===== src/rtl/core/i2da_pkg.sv =====
// i2da_pkg: shared types and constants of the 64-bit binary to decimal ascii unit
// no dependencies; imported by every module of the unit
package i2da_pkg;

    localparam int VALUE_W        = 64;
    localparam int CHAR_W         = 6;
    localparam int DIGIT_SLOTS    = 20;
    localparam int BCD_W          = DIGIT_SLOTS * 4;
    localparam int BITS_PER_STEP  = 4;
    localparam int CONV_STEPS     = VALUE_W / BITS_PER_STEP;
    localparam int STEP_CNT_W     = $clog2(CONV_STEPS);
    localparam int QUEUE_DEPTH    = 2;
    localparam int MAX_DIGITS_DEF = 20;

    localparam logic [CHAR_W-1:0] ASCII_ZERO  = CHAR_W'(48);
    localparam logic [CHAR_W-1:0] ASCII_MINUS = CHAR_W'(45);

    typedef struct packed {
        logic               neg;
        logic [VALUE_W-1:0] mag;
    } t_item;

    typedef struct packed {
        logic             neg;
        logic [BCD_W-1:0] bcd;
    } t_conv_res;

endpackage


===== src/rtl/core/i2da_front.sv =====
// i2da_front: takes the sign mode and raw word, produces sign flag and magnitude
// depends on i2da_pkg
module i2da_front (
    input  logic                    i_cmd,
    input  logic [63:0]             i_value_bits,
    output i2da_pkg::t_item         o_item
);
    import i2da_pkg::*;

    logic neg;

    always_comb begin
        neg        = i_cmd & i_value_bits[VALUE_W-1];
        o_item.neg = neg;
        o_item.mag = neg ? (VALUE_W'(0) - i_value_bits) : i_value_bits;
    end

endmodule


===== src/rtl/core/i2da_queue.sv =====
// i2da_queue: short queue of classified items between front and converter
// depends on i2da_pkg
module i2da_queue (
    input  logic            i_clk,
    input  logic            i_rst_n,
    input  logic            i_push_valid,
    output logic            o_push_ready,
    input  i2da_pkg::t_item i_push_item,
    output logic            o_pop_valid,
    input  logic            i_pop_ready,
    output i2da_pkg::t_item o_pop_item
);
    import i2da_pkg::*;

    localparam int PTR_W = $clog2(QUEUE_DEPTH);
    localparam int CNT_W = $clog2(QUEUE_DEPTH + 1);

    t_item              r_mem [QUEUE_DEPTH];
    logic [PTR_W-1:0]   r_wr_ptr, n_wr_ptr;
    logic [PTR_W-1:0]   r_rd_ptr, n_rd_ptr;
    logic [CNT_W-1:0]   r_count, n_count;
    logic               push, pop;

    assign o_push_ready = (r_count != CNT_W'(QUEUE_DEPTH));
    assign o_pop_valid  = (r_count != '0);
    assign o_pop_item   = r_mem[r_rd_ptr];
    assign push         = i_push_valid && o_push_ready;
    assign pop          = o_pop_valid && i_pop_ready;

    always_comb begin
        n_wr_ptr = r_wr_ptr;
        n_rd_ptr = r_rd_ptr;
        n_count  = r_count;
        if (push) begin
            n_wr_ptr = (r_wr_ptr == PTR_W'(QUEUE_DEPTH - 1)) ? '0 : r_wr_ptr + PTR_W'(1);
        end
        if (pop) begin
            n_rd_ptr = (r_rd_ptr == PTR_W'(QUEUE_DEPTH - 1)) ? '0 : r_rd_ptr + PTR_W'(1);
        end
        if (push && !pop) begin
            n_count = r_count + CNT_W'(1);
        end else if (pop && !push) begin
            n_count = r_count - CNT_W'(1);
        end
    end

    always_ff @(posedge i_clk) begin
        if (!i_rst_n) begin
            r_wr_ptr <= '0;
            r_rd_ptr <= '0;
            r_count  <= '0;
        end else begin
            r_wr_ptr <= n_wr_ptr;
            r_rd_ptr <= n_rd_ptr;
            r_count  <= n_count;
        end
    end

    always_ff @(posedge i_clk) begin
        if (push) begin
            r_mem[r_wr_ptr] <= i_push_item;
        end
    end

endmodule


===== src/rtl/core/i2da_conv.sv =====
// i2da_conv: iterative binary to bcd converter, four magnitude bits per cycle
// depends on i2da_pkg
module i2da_conv (
    input  logic                i_clk,
    input  logic                i_rst_n,
    input  logic                i_item_valid,
    output logic                o_item_ready,
    input  i2da_pkg::t_item     i_item,
    output logic                o_res_valid,
    input  logic                i_res_ready,
    output i2da_pkg::t_conv_res o_res
);
    import i2da_pkg::*;

    // shift-add-3 over one group of input bits
    function automatic logic [BCD_W-1:0] dabble(
        input logic [BCD_W-1:0]         bcd,
        input logic [BITS_PER_STEP-1:0] bits
    );
        logic [BCD_W-1:0] x;
        x = bcd;
        for (int s = 0; s < BITS_PER_STEP; s++) begin
            for (int d = 0; d < DIGIT_SLOTS; d++) begin
                if (x[d*4 +: 4] >= 4'd5) begin
                    x[d*4 +: 4] = x[d*4 +: 4] + 4'd3;
                end
            end
            x = {x[BCD_W-2:0], bits[BITS_PER_STEP-1-s]};
        end
        return x;
    endfunction

    logic                   r_busy, n_busy;
    logic                   r_done, n_done;
    logic [STEP_CNT_W-1:0]  r_cnt, n_cnt;
    logic [VALUE_W-1:0]     r_bin, n_bin;
    logic [BCD_W-1:0]       r_bcd, n_bcd;
    logic                   r_neg, n_neg;

    assign o_item_ready = !r_busy && (!r_done || i_res_ready);
    assign o_res_valid  = r_done;
    assign o_res.neg    = r_neg;
    assign o_res.bcd    = r_bcd;

    always_comb begin
        n_busy = r_busy;
        n_done = r_done;
        n_cnt  = r_cnt;
        n_bin  = r_bin;
        n_bcd  = r_bcd;
        n_neg  = r_neg;
        if (r_busy) begin
            n_bcd = dabble(r_bcd, r_bin[VALUE_W-1 -: BITS_PER_STEP]);
            n_bin = {r_bin[VALUE_W-BITS_PER_STEP-1:0], BITS_PER_STEP'(0)};
            n_cnt = r_cnt + STEP_CNT_W'(1);
            if (r_cnt == STEP_CNT_W'(CONV_STEPS - 1)) begin
                n_busy = 1'b0;
                n_done = 1'b1;
            end
        end else begin
            if (r_done && i_res_ready) begin
                n_done = 1'b0;
            end
            if (i_item_valid && o_item_ready) begin
                n_busy = 1'b1;
                n_cnt  = '0;
                n_bin  = i_item.mag;
                n_bcd  = '0;
                n_neg  = i_item.neg;
            end
        end
    end

    always_ff @(posedge i_clk) begin
        if (!i_rst_n) begin
            r_busy <= 1'b0;
            r_done <= 1'b0;
            r_cnt  <= '0;
        end else begin
            r_busy <= n_busy;
            r_done <= n_done;
            r_cnt  <= n_cnt;
        end
    end

    always_ff @(posedge i_clk) begin
        r_bin <= n_bin;
        r_bcd <= n_bcd;
        r_neg <= n_neg;
    end

endmodule


===== src/rtl/core/i2da_emit.sv =====
// i2da_emit: strips leading zeros and sends the text one character per transaction
// depends on i2da_pkg
module i2da_emit #(
    parameter int MAX_DIGITS = i2da_pkg::MAX_DIGITS_DEF
) (
    input  logic                        i_clk,
    input  logic                        i_rst_n,
    input  logic                        i_res_valid,
    output logic                        o_res_ready,
    input  i2da_pkg::t_conv_res         i_res,
    output logic                        o_valid,
    input  logic                        i_ready,
    output logic [i2da_pkg::CHAR_W-1:0] o_text_char,
    output logic                        o_last_char
);
    import i2da_pkg::*;

    localparam int IDX_W = (MAX_DIGITS > 1) ? $clog2(MAX_DIGITS) : 1;

    logic [MAX_DIGITS-1:0][3:0] r_digits, n_digits;
    logic [IDX_W-1:0]           r_idx, n_idx;
    logic                       r_neg, n_neg;
    logic                       r_busy, n_busy;
    logic                       r_out_valid, n_out_valid;
    logic [CHAR_W-1:0]          r_char, n_char;
    logic                       r_last, n_last;
    logic [IDX_W-1:0]           top_idx;
    logic                       out_free;
    logic                       finishing;

    assign o_valid     = r_out_valid;
    assign o_text_char = r_char;
    assign o_last_char = r_last;

    // highest nonzero kept digit, zero when all are zero
    always_comb begin
        top_idx = '0;
        for (int i = 0; i < MAX_DIGITS; i++) begin
            if (i_res.bcd[i*4 +: 4] != 4'd0) begin
                top_idx = IDX_W'(i);
            end
        end
    end

    assign out_free    = !r_out_valid || i_ready;
    assign finishing   = r_busy && out_free && !r_neg && (r_idx == '0);
    assign o_res_ready = !r_busy || finishing;

    always_comb begin
        n_digits    = r_digits;
        n_idx       = r_idx;
        n_neg       = r_neg;
        n_busy      = r_busy;
        n_out_valid = r_out_valid && !i_ready;
        n_char      = r_char;
        n_last      = r_last;
        if (r_busy && out_free) begin
            n_out_valid = 1'b1;
            if (r_neg) begin
                n_char = ASCII_MINUS;
                n_last = 1'b0;
                n_neg  = 1'b0;
            end else begin
                n_char = ASCII_ZERO + CHAR_W'(r_digits[r_idx]);
                n_last = (r_idx == '0);
                if (r_idx == '0) begin
                    n_busy = 1'b0;
                end else begin
                    n_idx = r_idx - IDX_W'(1);
                end
            end
        end
        if (i_res_valid && o_res_ready) begin
            for (int i = 0; i < MAX_DIGITS; i++) begin
                n_digits[i] = i_res.bcd[i*4 +: 4];
            end
            n_idx  = top_idx;
            n_neg  = i_res.neg;
            n_busy = 1'b1;
        end
    end

    always_ff @(posedge i_clk) begin
        if (!i_rst_n) begin
            r_busy      <= 1'b0;
            r_out_valid <= 1'b0;
            r_neg       <= 1'b0;
        end else begin
            r_busy      <= n_busy;
            r_out_valid <= n_out_valid;
            r_neg       <= n_neg;
        end
    end

    always_ff @(posedge i_clk) begin
        r_digits <= n_digits;
        r_idx    <= n_idx;
        r_char   <= n_char;
        r_last   <= n_last;
    end

endmodule


===== src/rtl/core/int64_to_decimal_ascii_unit.sv =====
// int64_to_decimal_ascii_unit: 64-bit signed/unsigned word to decimal ascii text
// depends on i2da_pkg, i2da_front, i2da_queue, i2da_conv, i2da_emit
//
//   channel   handshake              payload
//   input     i_valid / o_ready      i_cmd, i_value_bits
//   output    o_valid / i_ready      o_text_char, o_last_char
//
// the converter shifts in 4 magnitude bits per cycle and loads no new word while busy
// unless held, the emitter sends a char per cycle, up to 21 a word, from its digit copy
// the converter can work on the next word while the emitter still sends the last one
// reset clears pointers, counts and busy/done/valid flags; no clearing pass is needed
// either side may stall; a two-entry queue sits between front and converter
module int64_to_decimal_ascii_unit #(
    parameter int MAX_DIGITS = i2da_pkg::MAX_DIGITS_DEF
) (
    input  logic                        i_clk,
    input  logic                        i_rst_n,
    input  logic                        i_valid,
    output logic                        o_ready,
    input  logic                        i_cmd,
    input  logic [63:0]                 i_value_bits,
    output logic                        o_valid,
    input  logic                        i_ready,
    output logic [i2da_pkg::CHAR_W-1:0] o_text_char,
    output logic                        o_last_char
);
    import i2da_pkg::*;

    t_item     front_item;
    t_item     queue_item;
    logic      queue_valid;
    logic      queue_ready;
    t_conv_res conv_res;
    logic      conv_valid;
    logic      conv_ready;

    i2da_front u_front (
        .i_cmd        (i_cmd),
        .i_value_bits (i_value_bits),
        .o_item       (front_item)
    );

    i2da_queue u_queue (
        .i_clk        (i_clk),
        .i_rst_n      (i_rst_n),
        .i_push_valid (i_valid),
        .o_push_ready (o_ready),
        .i_push_item  (front_item),
        .o_pop_valid  (queue_valid),
        .i_pop_ready  (queue_ready),
        .o_pop_item   (queue_item)
    );

    i2da_conv u_conv (
        .i_clk        (i_clk),
        .i_rst_n      (i_rst_n),
        .i_item_valid (queue_valid),
        .o_item_ready (queue_ready),
        .i_item       (queue_item),
        .o_res_valid  (conv_valid),
        .i_res_ready  (conv_ready),
        .o_res        (conv_res)
    );

    i2da_emit #(
        .MAX_DIGITS (MAX_DIGITS)
    ) u_emit (
        .i_clk       (i_clk),
        .i_rst_n     (i_rst_n),
        .i_res_valid (conv_valid),
        .o_res_ready (conv_ready),
        .i_res       (conv_res),
        .o_valid     (o_valid),
        .i_ready     (i_ready),
        .o_text_char (o_text_char),
        .o_last_char (o_last_char)
    );

endmodule

===== config.mk =====
export PLATFORM = sky130hd
export DESIGN_NAME = int64_to_decimal_ascii_unit
export DESIGN_NICKNAME = d
export VERILOG_FILES = /design/src/rtl/core/i2da_pkg.sv /design/src/rtl/core/i2da_front.sv /design/src/rtl/core/i2da_queue.sv /design/src/rtl/core/i2da_conv.sv /design/src/rtl/core/i2da_emit.sv /design/src/rtl/core/int64_to_decimal_ascii_unit.sv
export SDC_FILE = /design/constraint.sdc
export NUM_CORES = 1
export LEC_CHECK = 0
export ABC_AREA = 0
export BUFFER_PORTS_ARGS = -buffer_cell sky130_fd_sc_hd__clkbuf_2
export CAP_MARGIN = 20
export CELL_PAD_IN_SITES_DETAIL_PLACEMENT = 1
export CELL_PAD_IN_SITES_GLOBAL_PLACEMENT = 2
export CORE_MARGIN = 2
export CORE_UTILIZATION = 45
export CTS_CLUSTER_DIAMETER = 30
export CTS_CLUSTER_SIZE = 14
export DETAILED_ROUTE_END_ITERATION = 16
export MAX_ROUTING_LAYER = met4
export PLACE_DENSITY_LB_ADDON = 0.1
export SLEW_MARGIN = 30
export SYNTH_ARGS = -nofsm -noshare
export SYNTH_HDL_FRONTEND = slang
export SYNTH_SLANG_ARGS = --single-unit

===== constraint.sdc =====
create_clock -name i_clk -period 13.9 [get_ports i_clk]
set_input_delay 4.17 -clock i_clk [delete_from_list [all_inputs] [get_ports i_clk]]
set_output_delay 4.17 -clock i_clk [all_outputs]
set_load 0.1 [all_outputs]

==> impl_metrics.yaml, run 1 <==
run_status:
  outcome: "finished, final reports clean"
final_layout:
  area_growth_pct: 17.54
  final.fill_count: 5964
  num-nets-final: 2767
  final_cell_mix: "362 x edfxtp_1, 224 x nand2_1, 203 x o21ai_0"
  multi_input_area_um2: 13020
  final_common_cell: "edfxtp_1"
  antenna_cells: 0
  ff_latch_area_um2: 11240
  final_util: 0.5355
  drive_above_1_share: 0.1435
clock_tree:
  cts_tree: "built"
  clock-sinks: 380
  cts_made_buffers: 92
  cts-root-buf: "clkbuf_16"
  clock_latency_ns: 0.64
  ctsResizeCount: 0
  cts_buffer_depth: 3
  htree_levels: 3
  ctsHoldBuffers: 0
  clkTransAtPathRegs_ns: 0.05
  post_cts_buffers: 0
timing:
  clock_skew_ns: 0.03113
  finalSetupViolCount: 0
  hold_viol: 0
  fin_crit_sh: 0.4660
  drv_slew: 0
  min_period_ns: 6.477
  maxSlewHeadroom: 0.3483
  setup_tns_ns: 0
  tightest_slew_ns: 0.9693
  fmax_mhz: 154.4
  grt_setup_unrepaired: "false"
yosys:
  syn-num-nets: 2650
  async_reset_ff_frac: 0
  syn_area_um2: 25150
  post_synth_num_cell_types: 101
  yosysWarnings: 0
  synth_edf_count: 362
  syn_avg_cell_area_um2: 10.18
  synth_flop_cell: "edfxtp_1"
  synth_seq_area_share: 0.4466
  ys_ff_latch: 380
  synth_cells: 2470
critical_path:
  critical_path_required_ns: 14.14
  worstPathMaxFanout: 77
  cp.arrival_ns: 6.72
  path_class: "input port to flip-flop"
  end_kind: "flip-flop"
  startpoint_type: "input port"
global_routing:
  grt.total_usage: 0.2412
  grt_pass1_vias: 20950
  gr-total-overflow: 0
  grt_antenna_before_repair: 0
  grt_start_max_net_pins: 78
  grt_pass1_wl_um: 109000
place:
  gp_congestion: 0.8094
  post-dp-hpwl_um: 46860
  io_buffer_count: 76
floorplanning:
  rows: 86
  dieWidth_um: 240.4
  coreArea_um2: 55200
  die_area_um2: 57780
  io_pins: 78
  start_util: 0.4555
  die_h_um: 240.4
drt:
  route.detailed.drc: 0
  vias_per_cell: 5.817
  finalWirelength_um: 67220
  vias: 19840
  firstDrtPassIters: 5
  first_iter_violations: 1004
  drtAntennaViolNets: 0
  wl_per_cell_um: 19.71
worst_hold_path:
  hold_path.class: "flip-flop to flip-flop"
job:
  drv_cap: 0
[layout make-up]
class,instances,area share
Clock inverter,70,0.03073
Multi-Input combinational cell,1853,0.4405
Tap cell,748,0.03166
Timing Repair Buffer,89,0.01630
Sequential cell,380,0.3802
Clock buffer,99,0.07878
Inverter,171,0.02176
[worst paths after layout]
path                                  start                              to  slack [ns]  depth (start not counted)
max                                 i_ready  u_conv.r_bcd[78]$_SDFFCE_PN0P_        7.42                          8
min          u_conv.r_bcd[77]$_SDFFCE_PN0P_   u_emit.r_digits[77]$_DFFE_PP_        0.47                          0
max reg2reg  u_conv.r_bcd[16]$_SDFFCE_PN0P_  u_conv.r_bcd[18]$_SDFFCE_PN0P_        9.10                         19
min reg2reg  u_conv.r_bcd[77]$_SDFFCE_PN0P_   u_emit.r_digits[77]$_DFFE_PP_        0.47                          0
[sequential cells by signal, indices dropped and copies added (netlist names), 2 cells and up, named ones only]
signal / flops
u_queue.r_mem: 130
u_conv.r_bin: 64
u_conv.r_cnt: 4
u_queue.r_count: 2
u_conv.r_bcd: 80
u_emit.r_idx: 5
u_emit.r_digits: 80
u_emit.o_text_char: 5
[synth_stat cells (all sizes together) (52+ instances only)]
master    n  area share
mux2i   114       0.046
a211oi   63       0.019
nor3     62       0.012
edfxtp  362        0.43
xnor2    63       0.023
ha      111       0.055
inv     171       0.026
nor2    148       0.022
clkbuf   52      0.0079
a21oi   152       0.032
o21ai   214       0.043
nand2   226       0.034
[kinds of logic after synthesis]
group / synth area share
AO/OA/AOI/OAI: 0.2063
XOR/XNOR: 0.03772
adder cells (fa/ha/maj): 0.05523
buffers and inverters: 0.03617
flip-flops: 0.4466
multiplexers: 0.08150
other: 0.0001491
AND/OR/NAND/NOR: 0.1363
[through the flow]
step | setup WS, ns | instance area (um^2) | hold WS, ns | cells
2_1_floorplan | 5.089 | 25150 | 0.4206 | 2470
3_3_place_gp | 6.552 | 26320 | 0.4648 | 3241
3_5_place_dp | 6.784 | 26320 | 0.4715 | 3241
4_1_cts | 7.438 | 29560 | 0.4829 | 3410
5_1_grt | 7.224 | 29560 | 0.4711 | 3410
6_report | 7.423 | 29560 | 0.4714 | 3410
[critical path, cell delays in order]
cell,delay [ns]
clkbuf_2,0.07
nand2b_1,0.18
a21oi_1,0.24
a211oi_1,0.30
buf_4,0.22
inv_1,0.09
nand2_4,0.65
buf_6,0.72
[layer usage]
metal  part of all wire  vias to the layer above  track usage
met5                  0                        -            -
met4              0.019                        0      0.07133
met3              0.031                      103      0.03192
met2               0.50                      304       0.4189
met1               0.45                     9829       0.2928
li1                   -                     9599            -
Power of run 1 is left out: the tool's default activity adds up to more than one toggle a clock period on the data nets, which glitch-free logic cannot reach.
==> inputs of run 2 (changes only) <==
--- a/config.mk
+++ b/config.mk
@@ -5,13 +5,13 @@
 export SDC_FILE = /design/constraint.sdc
 export NUM_CORES = 1
 export LEC_CHECK = 0
-export ABC_AREA = 0
+export ABC_AREA = 1
 export BUFFER_PORTS_ARGS = -buffer_cell sky130_fd_sc_hd__clkbuf_2
 export CAP_MARGIN = 20
 export CELL_PAD_IN_SITES_DETAIL_PLACEMENT = 1
 export CELL_PAD_IN_SITES_GLOBAL_PLACEMENT = 2
 export CORE_MARGIN = 2
-export CORE_UTILIZATION = 45
+export CORE_UTILIZATION = 39
 export CTS_CLUSTER_DIAMETER = 30
 export CTS_CLUSTER_SIZE = 14
 export DETAILED_ROUTE_END_ITERATION = 16
==> constraint.sdc (replaced) <==
create_clock -name i_clk -period 6 [get_ports i_clk]
set_input_delay 1.8 -clock i_clk [delete_from_list [all_inputs] [get_ports i_clk]]
set_output_delay 1.8 -clock i_clk [all_outputs]
set_load 0.1 [all_outputs]
==> impl_metrics.yaml, run 2 <==
drt:
  first_iter_violations: 790
  vias_per_cell: 5.013
  finalWirelength_um: 64060
  wl_per_cell_um: 16.03
  firstDrtPassIters: 7
  route.detailed.drc: 0
  drtAntennaViolNets: 0
  vias: 20040
yosys:
  synth_seq_area_share: 0.4555
  syn_avg_cell_area_um2: 8.375
  synth_area_leaders: "edfxtp_1 44%, nand2_1 11%, inv_1 6.2%, ha_1 5.6%, nand3_1 4.1%"
  synth_top_area_frac: 0.4409
  yosys.cell_count.top_type: "nand2_1"
  post_synth_num_cell_types: 61
  ys_top_cells_by_count: "731 x nand2_1, 404 x inv_1, 362 x edfxtp_1"
  ys_ff_latch: 380
  synth_edf_count: 362
  async_reset_ff_frac: 0
  synth_cells: 2944
  synth_top_area_cell: "edfxtp_1"
  syn_area_um2: 24660
  syn-num-nets: 3124
  synth_flop_cell: "edfxtp_1"
  yosysWarnings: 0
critical_path:
  startpoint_type: "flip-flop"
  cp.arrival_ns: 4.51
  end_kind: "flip-flop"
  worstPathMaxFanout: 5
  path_class: "flip-flop to flip-flop"
  critical_path_required_ns: 6.36
floorplanning:
  dieWidth_um: 255.4
  die_area_um2: 65250
  coreArea_um2: 62740
  io_pins: 78
  rows: 92
  start_util: 0.3930
  die_h_um: 255.4
final_layout:
  top_regs: "u_queue.r_mem x130, u_conv.r_bcd x80, u_emit.r_digits x80"
  largest_reg_flops: 130
  area_growth_pct: 18.40
  final_util: 0.4653
  num-nets-final: 3258
  drive_above_1_share: 0.1431
  largest_register: "u_queue.r_mem"
  final_cell_mix: "731 x nand2_1, 403 x inv_1, 362 x edfxtp_1"
  final.fill_count: 7381
  final_common_cell: "nand2_1"
  antenna_cells: 0
  ff_latch_area_um2: 11240
  multi_input_area_um2: 11670
  final_area_um2: 29190
place:
  io_buffer_count: 76
  post-dp-hpwl_um: 47410
  dpl-instance-area_um2: 26050
  place_ws_ns: 1.473
  gp_congestion: 0.8231
timing:
  clock_skew_ns: 0.02305
  tightest_slew_ns: 0.9453
  grt_setup_unrepaired: "false"
  hold_viol: 0
  drv_slew: 0
  finalSetupViolCount: 0
  fmax_mhz: 241.0
  maxSlewHeadroom: 0.3683
  setup_tns_ns: 0
  min_period_ns: 4.149
  fin_crit_sh: 0.6915
  finalWorstSetupSlack_ns: 1.851
clock_tree:
  cts_buffer_depth: 3
  ctsHoldBuffers: 0
  cts_made_buffers: 89
  cts-root-buf: "clkbuf_16"
  clkTransAtPathRegs_ns: 0.05
  cts_tree: "built"
  post_cts_buffers: 0
  clock-sinks: 380
  clock_latency_ns: 0.61
  ctsResizeCount: 0
  htree_levels: 3
global_routing:
  gr-total-overflow: 0
  grt_pass1_vias: 21260
  grt_pass1_wl_um: 105900
  grt.total_usage: 0.2025
  grt_antenna_before_repair: 0
  grt_start_max_net_pins: 68
run_status:
  outcome: "finished, final reports clean"
job:
  drv_cap: 0
worst_hold_path:
  hold_path.class: "flip-flop to flip-flop"
run 2: changes by cell type after synthesis, moves of 56 or more:
cell	delta
nand2_1	+506
inv_1	+237
nand3_1	+179
nor2_1	+99
nand2_2	+81
a211oi_1	-59
a21oi_1	-56
run 2: logic make-up (layout without fill, tap and decap cells):
family | count (synthesis) | count (layout) | share of synthesized area
AO/OA/AOI/OAI | 403 | 403 | 0.09368
buffers and inverters | 468 | 675 | 0.07191
other | 1 | 1 | 0.0001521
AND/OR/NAND/NOR | 1434 | 1434 | 0.2634
XOR/XNOR | 86 | 86 | 0.03420
adder cells (fa/ha/maj) | 111 | 111 | 0.05633
multiplexers | 61 | 61 | 0.02481
flip-flops | 380 | 380 | 0.4555
run 2: metrics by stage:
step	std cells	hold slack, ns
6_report	3997	0.4497
5_1_grt	3997	0.4815
4_1_cts	3996	0.4546
3_5_place_dp	3832	0.4471
3_3_place_gp	3832	0.4336
2_1_floorplan	2944	0.4255
run 2: final timing paths:
kind                                                 endpoint  slack [ns]  cells after the start                           from
worst min register to register                      flip-flop        0.45                      1  u_queue.r_rd_ptr$_SDFFE_PN0P_
worst min-delay path                                flip-flop        0.45                      1  u_queue.r_rd_ptr$_SDFFE_PN0P_
worst max-delay path            u_conv.r_bcd[2]$_SDFFCE_PN0P_        1.85                     26  u_conv.r_bcd[1]$_SDFFCE_PN0P_
worst max register to register  u_conv.r_bcd[2]$_SDFFCE_PN0P_        1.85                     26  u_conv.r_bcd[1]$_SDFFCE_PN0P_
run 2: critical path: stages, from the launching register on:
cell	delay (ns)
edfxtp_1	0.40
inv_1	0.15
ha_1	0.19
inv_1	0.04
nand2_1	0.10
nand3_2	0.12
nand2_1	0.10
nand2_1	0.07
inv_1	0.08
ha_1	0.19
inv_1	0.06
o21ai_2	0.13
nand2_1	0.09
xor2_1	0.36
ha_1	0.26
inv_1	0.06
or2_2	0.28
nand2_1	0.08
nand2_2	0.07
xor2_1	0.27
ha_1	0.20
inv_1	0.06
o21ai_1	0.13
nand2_1	0.13
inv_1	0.08
nand2_1	0.04
and3_1	0.14
run 2: final cells by class:
cell class                 count  share of cell area
clock buffer                 104             0.08037
sequential                   380              0.3850
multi-input combinational   2096              0.3997
clock inverter                60             0.02632
inverter                     415             0.05353
timing repair buffer          96             0.01886
tap                          846             0.03626
run 2: per-layer routing:
layer	part of all wire	up-vias	global-route usage
met5	0	-	-
met4	0.022	0	0.06258
met3	0.027	93	0.02659
met2	0.50	263	0.3522
met1	0.45	9553	0.2435
li1	-	10130	-
Power of run 2 is left out for the same reason.
